## src/srca_pkg.sv

```systemverilog
// Shared types, constants and helpers for the selective receive window block.
package srca_pkg;

    // Sizing of the sequence space and of the receive ring.
    localparam int SEQ_BITS    = 16;
    localparam int WINDOW_MAX  = 64;
    localparam int SLOT_BITS   = (WINDOW_MAX > 1) ? $clog2(WINDOW_MAX) : 1;
    localparam int WIN_BITS    = $clog2(WINDOW_MAX + 1);
    localparam int ACK_BITS    = SEQ_BITS + 1;

    // Configuration register layout.
    localparam int TOTAL_BITS    = 16;
    localparam int WSIZE_BITS    = 7;
    localparam int CFG_DATA_BITS = 16;
    localparam logic CFG_TOTAL_COUNT = 1'b0;
    localparam logic CFG_WINDOW_SIZE = 1'b1;
    localparam logic [TOTAL_BITS-1:0] TOTAL_RESET = 16'hFFFF;
    localparam logic [WSIZE_BITS-1:0] WSIZE_RESET = 7'd8;

    // Depth of the queue between the front and the back.
    localparam int QUEUE_DEPTH = 2;
    localparam int QPTR_BITS   = 1;
    localparam int QCNT_BITS   = 2;

    // Configuration as seen by the front and the back.
    typedef struct packed {
        logic [TOTAL_BITS-1:0] total_count;
        logic [WSIZE_BITS-1:0] window_size;
        logic                  restart;
    } t_cfg;

    // One classified segment waiting for the back.
    typedef struct packed {
        logic [SEQ_BITS-1:0] seq;
        logic                below_total;
    } t_item;

    // Clamp the programmed window to the range 1 to WINDOW_MAX.
    function automatic logic [WIN_BITS-1:0] eff_window(input logic [WSIZE_BITS-1:0] ws);
        logic [WIN_BITS-1:0] w;
        if (ws == '0) begin
            w = WIN_BITS'(1);
        end else if (int'(ws) > WINDOW_MAX) begin
            w = WIN_BITS'(WINDOW_MAX);
        end else begin
            w = WIN_BITS'(ws);
        end
        return w;
    endfunction

endpackage

```

## src/srca_front.sv

```systemverilog
// Front part: takes segment beats and tags them against the transfer length.
module srca_front (
    input  logic                          i_clk,
    input  logic                          i_rst_n,
    input  srca_pkg::t_cfg                i_cfg,
    input  logic                          i_seq_valid,
    output logic                          o_seq_stall,
    input  logic [srca_pkg::SEQ_BITS-1:0] i_seq_num,
    input  logic                          i_q_full,
    output logic                          o_push,
    output srca_pkg::t_item               o_item
);

    // Count of beats taken since the last restart, used to check the queue handshake.
    logic [srca_pkg::SEQ_BITS-1:0] r_beats;

    // Stall while the queue is full; a beat goes straight into the queue.
    assign o_seq_stall      = i_q_full;
    assign o_push           = i_seq_valid && !i_q_full;
    assign o_item.seq       = i_seq_num;
    assign o_item.below_total = i_seq_num < i_cfg.total_count;

    always_ff @(posedge i_clk) begin
        if (!i_rst_n || i_cfg.restart) begin
            r_beats <= '0;
        end else if (o_push) begin
            r_beats <= r_beats + 1'b1;
        end
    end

    // A beat is never pushed into a full queue.
    a_no_push_full: assert property (@(posedge i_clk) disable iff (!i_rst_n)
        i_q_full |-> !o_push)
        else $error("push into full queue");

    // The beat counter moves only on a push or a restart.
    a_beats_step: assert property (@(posedge i_clk) disable iff (!i_rst_n)
        (!o_push && !i_cfg.restart) |=> $stable(r_beats))
        else $error("beat counter moved without a push");

    // A tagged segment is below the total only if the total is nonzero.
    a_tag_total: assert property (@(posedge i_clk) disable iff (!i_rst_n)
        (o_push && o_item.below_total) |-> (i_cfg.total_count != '0))
        else $error("segment tagged in range with zero total");

endmodule

```

## src/srca_queue.sv

```systemverilog
// Short queue that decouples the front from the back.
module srca_queue (
    input  logic            i_clk,
    input  logic            i_rst_n,
    input  logic            i_flush,
    input  logic            i_push,
    input  srca_pkg::t_item i_item,
    output logic            o_full,
    input  logic            i_pop,
    output logic            o_valid,
    output srca_pkg::t_item o_item
);

    srca_pkg::t_item                 r_mem [srca_pkg::QUEUE_DEPTH];
    logic [srca_pkg::QPTR_BITS-1:0]  r_wr_ptr;
    logic [srca_pkg::QPTR_BITS-1:0]  r_rd_ptr;
    logic [srca_pkg::QCNT_BITS-1:0]  r_count;

    assign o_full  = (r_count == srca_pkg::QCNT_BITS'(srca_pkg::QUEUE_DEPTH));
    assign o_valid = (r_count != '0);
    assign o_item  = r_mem[r_rd_ptr];

    // Entry storage.
    always_ff @(posedge i_clk) begin
        if (i_push) begin
            r_mem[r_wr_ptr] <= i_item;
        end
    end

    // Pointers and fill count.
    always_ff @(posedge i_clk) begin
        if (!i_rst_n || i_flush) begin
            r_wr_ptr <= '0;
            r_rd_ptr <= '0;
            r_count  <= '0;
        end else begin
            if (i_push) begin
                r_wr_ptr <= r_wr_ptr + 1'b1;
            end
            if (i_pop) begin
                r_rd_ptr <= r_rd_ptr + 1'b1;
            end
            case ({i_push, i_pop})
                2'b10:   r_count <= r_count + 1'b1;
                2'b01:   r_count <= r_count - 1'b1;
                default: r_count <= r_count;
            endcase
        end
    end

endmodule

```

## src/srca_back.sv

```systemverilog
// Back part: updates the receive ring and expected number and issues the ack.
module srca_back (
    input  logic                                  i_clk,
    input  logic                                  i_rst_n,
    input  srca_pkg::t_cfg                        i_cfg,
    input  logic                                  i_q_valid,
    input  srca_pkg::t_item                       i_item,
    output logic                                  o_pop,
    output logic                                  o_ack_valid,
    input  logic                                  i_ack_stall,
    output logic signed [srca_pkg::ACK_BITS-1:0]  o_ack_num,
    output logic                                  o_all_received
);

    typedef enum logic [1:0] {
        S_IDLE,
        S_SCAN,
        S_OUT
    } t_state;

    t_state                              r_state;
    logic [srca_pkg::SEQ_BITS-1:0]       r_exp;
    logic [srca_pkg::SLOT_BITS-1:0]      r_head;
    logic [srca_pkg::WINDOW_MAX-1:0]     r_ring;
    logic                                r_ack_valid;
    logic [srca_pkg::ACK_BITS-1:0]       r_ack_num;
    logic                                r_all_received;

    logic [srca_pkg::WIN_BITS-1:0]       w;
    logic [srca_pkg::SEQ_BITS:0]         seq_dist;
    logic                                exp_below;
    logic                                in_order;
    logic                                ahead;
    logic [srca_pkg::WIN_BITS:0]         slot_sum;
    logic [srca_pkg::WIN_BITS:0]         slot_wrap;
    logic [srca_pkg::SLOT_BITS-1:0]      slot;
    logic [srca_pkg::SLOT_BITS-1:0]      n_head;
    logic                                scan_more;
    logic                                out_free;
    logic                                ack_issue;

    // Classify the segment at the head of the queue against the window.
    always_comb begin
        w         = srca_pkg::eff_window(i_cfg.window_size);
        seq_dist  = {1'b0, i_item.seq} - {1'b0, r_exp};
        exp_below = r_exp < i_cfg.total_count;
        in_order  = exp_below && (i_item.seq == r_exp);
        ahead     = exp_below && i_item.below_total && (i_item.seq > r_exp) &&
                    (seq_dist < (srca_pkg::SEQ_BITS + 1)'(w));
        slot_sum  = (srca_pkg::WIN_BITS + 1)'(r_head) +
                    (srca_pkg::WIN_BITS + 1)'(seq_dist[srca_pkg::WIN_BITS-1:0]);
        slot_wrap = (slot_sum >= (srca_pkg::WIN_BITS + 1)'(w)) ?
                    slot_sum - (srca_pkg::WIN_BITS + 1)'(w) : slot_sum;
        slot      = slot_wrap[srca_pkg::SLOT_BITS-1:0];
    end

    // Next ring slot after the head, wrapping at the window.
    always_comb begin
        if ((srca_pkg::WIN_BITS'(r_head) + 1'b1) == w) begin
            n_head = '0;
        end else begin
            n_head = r_head + 1'b1;
        end
    end

    assign scan_more = (r_exp < i_cfg.total_count) && r_ring[r_head];
    assign out_free  = !r_ack_valid || !i_ack_stall;
    assign ack_issue = !i_cfg.restart && (r_state == S_OUT) && out_free;
    assign o_pop     = (r_state == S_IDLE) && i_q_valid && !i_cfg.restart;

    assign o_ack_valid    = r_ack_valid;
    assign o_ack_num      = signed'(r_ack_num);
    assign o_all_received = r_all_received;

    // Sequencer, ring and output register.
    always_ff @(posedge i_clk) begin
        if (!i_rst_n) begin
            r_state        <= S_IDLE;
            r_exp          <= '0;
            r_head         <= '0;
            r_ring         <= '0;
            r_ack_valid    <= 1'b0;
            r_ack_num      <= '0;
            r_all_received <= 1'b0;
        end else begin
            if (ack_issue) begin
                r_ack_valid <= 1'b1;
            end else if (r_ack_valid && !i_ack_stall) begin
                r_ack_valid <= 1'b0;
            end
            if (i_cfg.restart) begin
                r_state <= S_IDLE;
                r_exp   <= '0;
                r_head  <= '0;
                r_ring  <= '0;
            end else begin
                case (r_state)
                    S_IDLE: begin
                        if (i_q_valid) begin
                            if (in_order) begin
                                r_ring[r_head] <= 1'b0;
                                r_exp          <= r_exp + 1'b1;
                                r_head         <= n_head;
                                r_state        <= S_SCAN;
                            end else begin
                                if (ahead) begin
                                    r_ring[slot] <= 1'b1;
                                end
                                r_state <= S_OUT;
                            end
                        end
                    end
                    S_SCAN: begin
                        if (scan_more) begin
                            r_ring[r_head] <= 1'b0;
                            r_exp          <= r_exp + 1'b1;
                            r_head         <= n_head;
                        end else begin
                            r_state <= S_OUT;
                        end
                    end
                    S_OUT: begin
                        if (out_free) begin
                            r_ack_num      <= {1'b0, r_exp} - 1'b1;
                            r_all_received <= r_exp >= i_cfg.total_count;
                            r_state        <= S_IDLE;
                        end
                    end
                    default: begin
                        r_state <= S_IDLE;
                    end
                endcase
            end
        end
    end

    // The head slot never holds a mark between items.
    a_head_clear: assert property (@(posedge i_clk) disable iff (!i_rst_n)
        (r_state == S_IDLE) |-> !r_ring[r_head])
        else $error("mark left at the expected slot");

    // The head stays inside the effective window.
    a_head_range: assert property (@(posedge i_clk) disable iff (!i_rst_n)
        (srca_pkg::WIN_BITS'(r_head) < w))
        else $error("ring head outside the window");

    // Expected number never passes the transfer length.
    a_exp_bound: assert property (@(posedge i_clk) disable iff (!i_rst_n)
        (r_exp <= i_cfg.total_count))
        else $error("expected number beyond total");

    // A new ack beat only comes from the output step.
    a_ack_source: assert property (@(posedge i_clk) disable iff (!i_rst_n)
        $rose(r_ack_valid) |-> $past(r_state == S_OUT))
        else $error("ack issued outside the output step");

endmodule

```

## src/selective_receive_cumulative_ack_top.sv

```systemverilog
// Top level of the selective repeat receive window with cumulative ack.
//
// Input channel: one beat per arriving segment on i_seq_valid / o_seq_stall
// carrying i_seq_num. Output channel: one ack beat per segment on
// o_ack_valid / i_ack_stall carrying o_ack_num (expected - 1, -1 when
// nothing is in order yet) and o_all_received.
// Configuration: i_cfg_we writes i_cfg_data to register i_cfg_index
// (0 = total count, 1 = window size); either write restarts the transfer.
// Write only while no segment is in flight.
// A segment goes into a two-entry queue in the cycle it is taken. The back
// then pops and classifies it in its idle step and goes to its output step
// for an out-of-order, duplicate or out-of-range segment, or through its scan
// step first for an in-order one, releasing buffered segments one ring slot
// per cycle. The ack beat is registered in the output step.
// While the ack receiver stalls, the ack beat holds and the back waits in
// its output step; up to two more segments are still taken into the queue.
// Reset (synchronous, active low) sets total count 65535, window 8,
// expected number 0 and clears the ring and the queue at once.
module selective_receive_cumulative_ack_top (
    input  logic                                 i_clk,
    input  logic                                 i_rst_n,
    input  logic                                 i_cfg_we,
    input  logic                                 i_cfg_index,
    input  logic [srca_pkg::CFG_DATA_BITS-1:0]   i_cfg_data,
    input  logic                                 i_seq_valid,
    output logic                                 o_seq_stall,
    input  logic [srca_pkg::SEQ_BITS-1:0]        i_seq_num,
    output logic                                 o_ack_valid,
    input  logic                                 i_ack_stall,
    output logic signed [srca_pkg::ACK_BITS-1:0] o_ack_num,
    output logic                                 o_all_received
);

    logic [srca_pkg::TOTAL_BITS-1:0] r_total_count;
    logic [srca_pkg::WSIZE_BITS-1:0] r_window_size;
    srca_pkg::t_cfg                  cfg;
    logic                            q_full;
    logic                            q_push;
    logic                            q_pop;
    logic                            q_valid;
    srca_pkg::t_item                 push_item;
    srca_pkg::t_item                 head_item;

    // Configuration registers.
    always_ff @(posedge i_clk) begin
        if (!i_rst_n) begin
            r_total_count <= srca_pkg::TOTAL_RESET;
            r_window_size <= srca_pkg::WSIZE_RESET;
        end else if (i_cfg_we) begin
            case (i_cfg_index)
                srca_pkg::CFG_TOTAL_COUNT:
                    r_total_count <= i_cfg_data[srca_pkg::TOTAL_BITS-1:0];
                srca_pkg::CFG_WINDOW_SIZE:
                    r_window_size <= i_cfg_data[srca_pkg::WSIZE_BITS-1:0];
                default: begin
                    r_total_count <= r_total_count;
                end
            endcase
        end
    end

    assign cfg.total_count = r_total_count;
    assign cfg.window_size = r_window_size;
    assign cfg.restart     = i_cfg_we;

    srca_front u_front (
        .i_clk       (i_clk),
        .i_rst_n     (i_rst_n),
        .i_cfg       (cfg),
        .i_seq_valid (i_seq_valid),
        .o_seq_stall (o_seq_stall),
        .i_seq_num   (i_seq_num),
        .i_q_full    (q_full),
        .o_push      (q_push),
        .o_item      (push_item)
    );

    srca_queue u_queue (
        .i_clk   (i_clk),
        .i_rst_n (i_rst_n),
        .i_flush (cfg.restart),
        .i_push  (q_push),
        .i_item  (push_item),
        .o_full  (q_full),
        .i_pop   (q_pop),
        .o_valid (q_valid),
        .o_item  (head_item)
    );

    srca_back u_back (
        .i_clk          (i_clk),
        .i_rst_n        (i_rst_n),
        .i_cfg          (cfg),
        .i_q_valid      (q_valid),
        .i_item         (head_item),
        .o_pop          (q_pop),
        .o_ack_valid    (o_ack_valid),
        .i_ack_stall    (i_ack_stall),
        .o_ack_num      (o_ack_num),
        .o_all_received (o_all_received)
    );

endmodule

```

## config.mk

```make
export PLATFORM = sky130hd
export DESIGN_NAME = selective_receive_cumulative_ack_top
export DESIGN_NICKNAME = d
export VERILOG_FILES = /design/src/srca_pkg.sv /design/src/srca_front.sv /design/src/srca_queue.sv /design/src/srca_back.sv /design/src/selective_receive_cumulative_ack_top.sv
export SDC_FILE = /design/constraint.sdc
export NUM_CORES = 1
export LEC_CHECK = 0
export ABC_AREA = 0
export BUFFER_PORTS_ARGS = -buffer_cell sky130_fd_sc_hd__buf_4
export CELL_PAD_IN_SITES_DETAIL_PLACEMENT = 1
export CELL_PAD_IN_SITES_GLOBAL_PLACEMENT = 2
export CORE_UTILIZATION = 25
export DETAILED_ROUTE_END_ITERATION = 10
export GPL_TIMING_DRIVEN = 0
export PLACE_DENSITY = 0.59
export SETUP_SLACK_MARGIN = 0.5
export SYNTH_ARGS = -nofsm -noshare
export SYNTH_HDL_FRONTEND = slang
export SYNTH_SLANG_ARGS = --single-unit
```

## constraint.sdc

```tcl
create_clock -name i_clk -period 13.1 [get_ports i_clk]
set_clock_uncertainty 0.15 [all_clocks]
set_input_delay 1.965 -clock i_clk [delete_from_list [all_inputs] [get_ports i_clk]]
set_output_delay 1.965 -clock i_clk [all_outputs]
set_load 0.05 [all_outputs]
```

==> out/qor.csv <==
metric,value,unit
cts-htree-levels,4,
cp_cell_sequence,buf_2 > clkbuf_1 > mux2_2 > ha_1 > nor2b_1 > o31ai_1 > a21boi_0 > ha_1 > o21ai_0 > nand2b_1 > xnor2_1 > inv_1 > ha_1 > clkbuf_1 > o311ai_0 > o211ai_1 > clkbuf_1 > mux2i_1 > a21oi_1 > o21ai_0,
hpwl,32200,um
setup_viol,0,
grt.overflow.total,0,
p_switching,0.433,mW
worst_pin_slew,1.24,ns
hold_viol_final,0,
finalSetupTns,0,ns
clkPwrFrac,0.397,
min_period,7.41,ns
muxShareOfSynthArea,0.0432,
p_leak,4.67,nW
core,41100,sq um
sw_frac_of_total,0.312,
synth-async-reset-ratio,0,
synth_nets,1318,
layout.nets,1400,
synth_top_area_share,0.257,
crit_type,reg2reg,
cp.arrival,7.66,ns
synth_xor_area_frac,0.0463,
synth_area_leaders,"dfxtp_1 26%, edfxtp_1 9.7%, ha_1 8.5%, a21oi_1 5.0%, o311ai_0 4.6%",
grt_usage,0.199,
ant_nets,0,
drive_gt1_frac,0.117,
syn2layout_area_growth,17.4,%
io-pin-count,58,
finalCritPeriodShare,0.565,
drc,0,
die-area,42900,sq um
setup.worst_path.start_class,register,
rsz0062_at_grt,false,
internal_power,0.956,mW
die_w,207,um
p_comb_frac,0.209,
synth_top_family_by_area,compound AO/OA/AOI/OAI gates,
synth_seq_cells,169,
netlist_instances,1206,
timing.hold.ws,0.314,ns
cts_buffer_depth,2,
max-vdd-ir-drop,0.0740,mV
ctsResizeCount,0,
postCtsHoldBufs,0,
viasPerCell,5.34,
cp_max_fo,10,
drt_iter0_drc,433,
root_buffer,clkbuf_16,
first_pass_iters,5,
antenna_cells,0,
endpoint_kind,register,
antenna_found_initial,3,
clk_latency,0.47,ns
crit_family,compound AO/OA/AOI/OAI gates,
synth_ff_type,dfxtp_1,
nFillCells,4859,
avgSynthCellArea,8.72,sq um
synth_fa_ha_area_frac,0.0902,
routabilityCongestion,0.822,
wl_per_cell,22.9,um
vias,9785,
placementRows,74,
seqPwrFrac,0.394,
synthDistinctLibCells,72,
ys_warn_count,0,
cts_tree,built,
postCtsSetupRepairBufs,0,
cts.reportedPaths.clkPinSlew,0.08,ns
io_buffers,55,
syn-cell-area,10500,sq um
grt_pass1_vias,10400,
die_y,207,um
synth_edf_count,34,
synth_largest_area_cell,dfxtp_1,
grt_max_degree,18,
max_cap_viol_count,0,
status,"complete, no violations",
synth-simple-area-share,0.153,
max_stage_delay,1.06,ns
seq_area_frac_synth,0.354,
start_util,0.256,
drt_wl_total,42000,um
cts_num_sinks,169,
grt_pass1_wl,64700,um
min_path_type,reg2reg,
powerDensity,113,nW/um^2
critPathSlowestCell,mux2i_1,
path_buf_inv,5,
slew-limit-headroom,0.152,
cts_buffers,17,
critPathRequiredTime,13.35,ns
drv_slew,0,
synth_compound_area_frac,0.259,
fmax,135,MHz
[worst paths after layout]
| check | from | endpoint | slack, ns | cells after the start |
|---|---|---|---|---|
| worst max-delay path | register | u_back.r_ring[8]$_SDFFE_PP0P_ | 5.69 | 20 |
| worst min-delay path | u_back.r_ring[0]$_SDFFE_PP0P_ | u_back.r_ring[0]$_SDFFE_PP0P_ | 0.31 | 2 |
| worst max register to register | register | u_back.r_ring[8]$_SDFFE_PP0P_ | 5.69 | 20 |
| worst min register to register | u_back.r_ring[0]$_SDFFE_PP0P_ | u_back.r_ring[0]$_SDFFE_PP0P_ | 0.31 | 2 |
[per-stage QoR]
stage          std cells   util  worst slack (ns)  cell area [sq um]  power, mW
6_report            1833  0.300              5.69              12300       1.39
3_3_place_gp        1793  0.282              4.85              11600      0.838
4_1_cts             1833  0.300              5.57              12300       1.41
5_1_grt             1833  0.300              5.02              12300       1.45
2_1_floorplan       1206      -              7.71              10500      0.741
3_5_place_dp        1801  0.285              5.58              11700      0.851
[power by group through the flow]
stage                     clock network [mW]  logic [mW]  registers (mW)
after floorplan                            0       0.177           0.563
after global placement                     0       0.279           0.559
after detailed placement                   0       0.292           0.560
after CTS                              0.565       0.293           0.548
after global routing                   0.582       0.319           0.549
final                                  0.552       0.290           0.548
[metal layers]
layer,up-vias,wire [um],GRT usage
met5,-,28,0
met2,173,20900,0.354
met3,53,1460,0.0340
li1,4718,-,-
met4,4,867,0.0602
met1,4837,18700,0.244
[cells in the mapped netlist (10+ instances only)]
cell type,n
edfxtp_1,34
ha_1,71
o211a_1,17
o21ai_0,61
nor2_1,63
nand2_1,87
nand2b_1,12
o311ai_0,55
nand4_1,18
a21oi_1,106
mux2_2,19
xor2_1,10
nor4_1,21
inv_1,56
clkbuf_1,63
mux2i_1,15
nor2b_1,12
nand3_1,45
dfxtp_1,135
nor3_1,29
xnor2_1,43
a21o_1,19
o211ai_1,26
a31oi_1,12
buf_2,13
o21ai_1,32
[layout by cell type (no fill, tap or decap), types with 6 or more instances in the layout]
| master | n |
|---|---|
| o31ai_1 | 7 |
| o211ai_1 | 26 |
| mux2i_1 | 15 |
| o21a_1 | 8 |
| o211a_1 | 17 |
| o21ai_1 | 32 |
| edfxtp_1 | 34 |
| a21boi_0 | 8 |
| dfxtp_1 | 135 |
| o311ai_0 | 55 |
| or3_1 | 6 |
| buf_4 | 63 |
| ha_1 | 71 |
| nand2b_1 | 12 |
| inv_1 | 56 |
| nor2_1 | 62 |
| a31oi_1 | 12 |
| a211oi_1 | 7 |
| a21o_1 | 19 |
| nor3_1 | 29 |
| buf_2 | 13 |
| a21oi_1 | 106 |
| o21ai_0 | 61 |
| xnor2_1 | 43 |
| nand2_1 | 87 |
| nand4_1 | 18 |
| mux2_2 | 19 |
| nor4_1 | 21 |
| clkbuf_16 | 19 |
| xor2_1 | 10 |
| clkbuf_1 | 66 |
| nor2b_1 | 12 |
| o41ai_2 | 7 |
| nand3_1 | 45 |
[worst register-to-register path: cells and delay by family, from the launching register on]
family                     cells  cell delay, ns
buffers and inverters          5            1.75
AOI/OAI and AO/OA              7            1.94
xor gates and xnor gates       1            0.42
and+or+nand+nor                2            0.27
adders and majority gates      3            0.99
DFF                            1            0.31
muxes                          2            1.52
[registers in the layout, summed over array words and instances (netlist names), named ones only]
register               flops
u_queue.r_mem             34
u_queue.r_count            2
u_back.o_all_received      1
u_back.o_ack_num          17
u_back.r_ring             64
u_queue.r_wr_ptr           1
u_back.r_head              6
r_total_count             16
u_queue.r_rd_ptr           1
u_back.r_exp              16
u_back.r_state             2
u_back.o_ack_valid         1
r_window_size              7
[logic make-up after synthesis]
family / after synthesis
muxes: 38
AOI/OAI and AO/OA: 405
DFF: 169
buffers and inverters: 140
adders and majority gates: 74
and+or+nand+nor: 326
xor gates and xnor gates: 54
[layout make-up]
cell class	instances	area, sq um	area share
Tap cell	532	666	0.0540
Clock buffer	24	514	0.0417
Inverter	58	218	0.0176
Timing Repair Buffer	63	484	0.0392
Sequential cell	169	3720	0.302
Clock inverter	8	106	0.00862
Buffer	82	347	0.0281
Multi-Input combinational cell	897	6280	0.509
No activity file was read; power rests on OpenSTA's default activity.
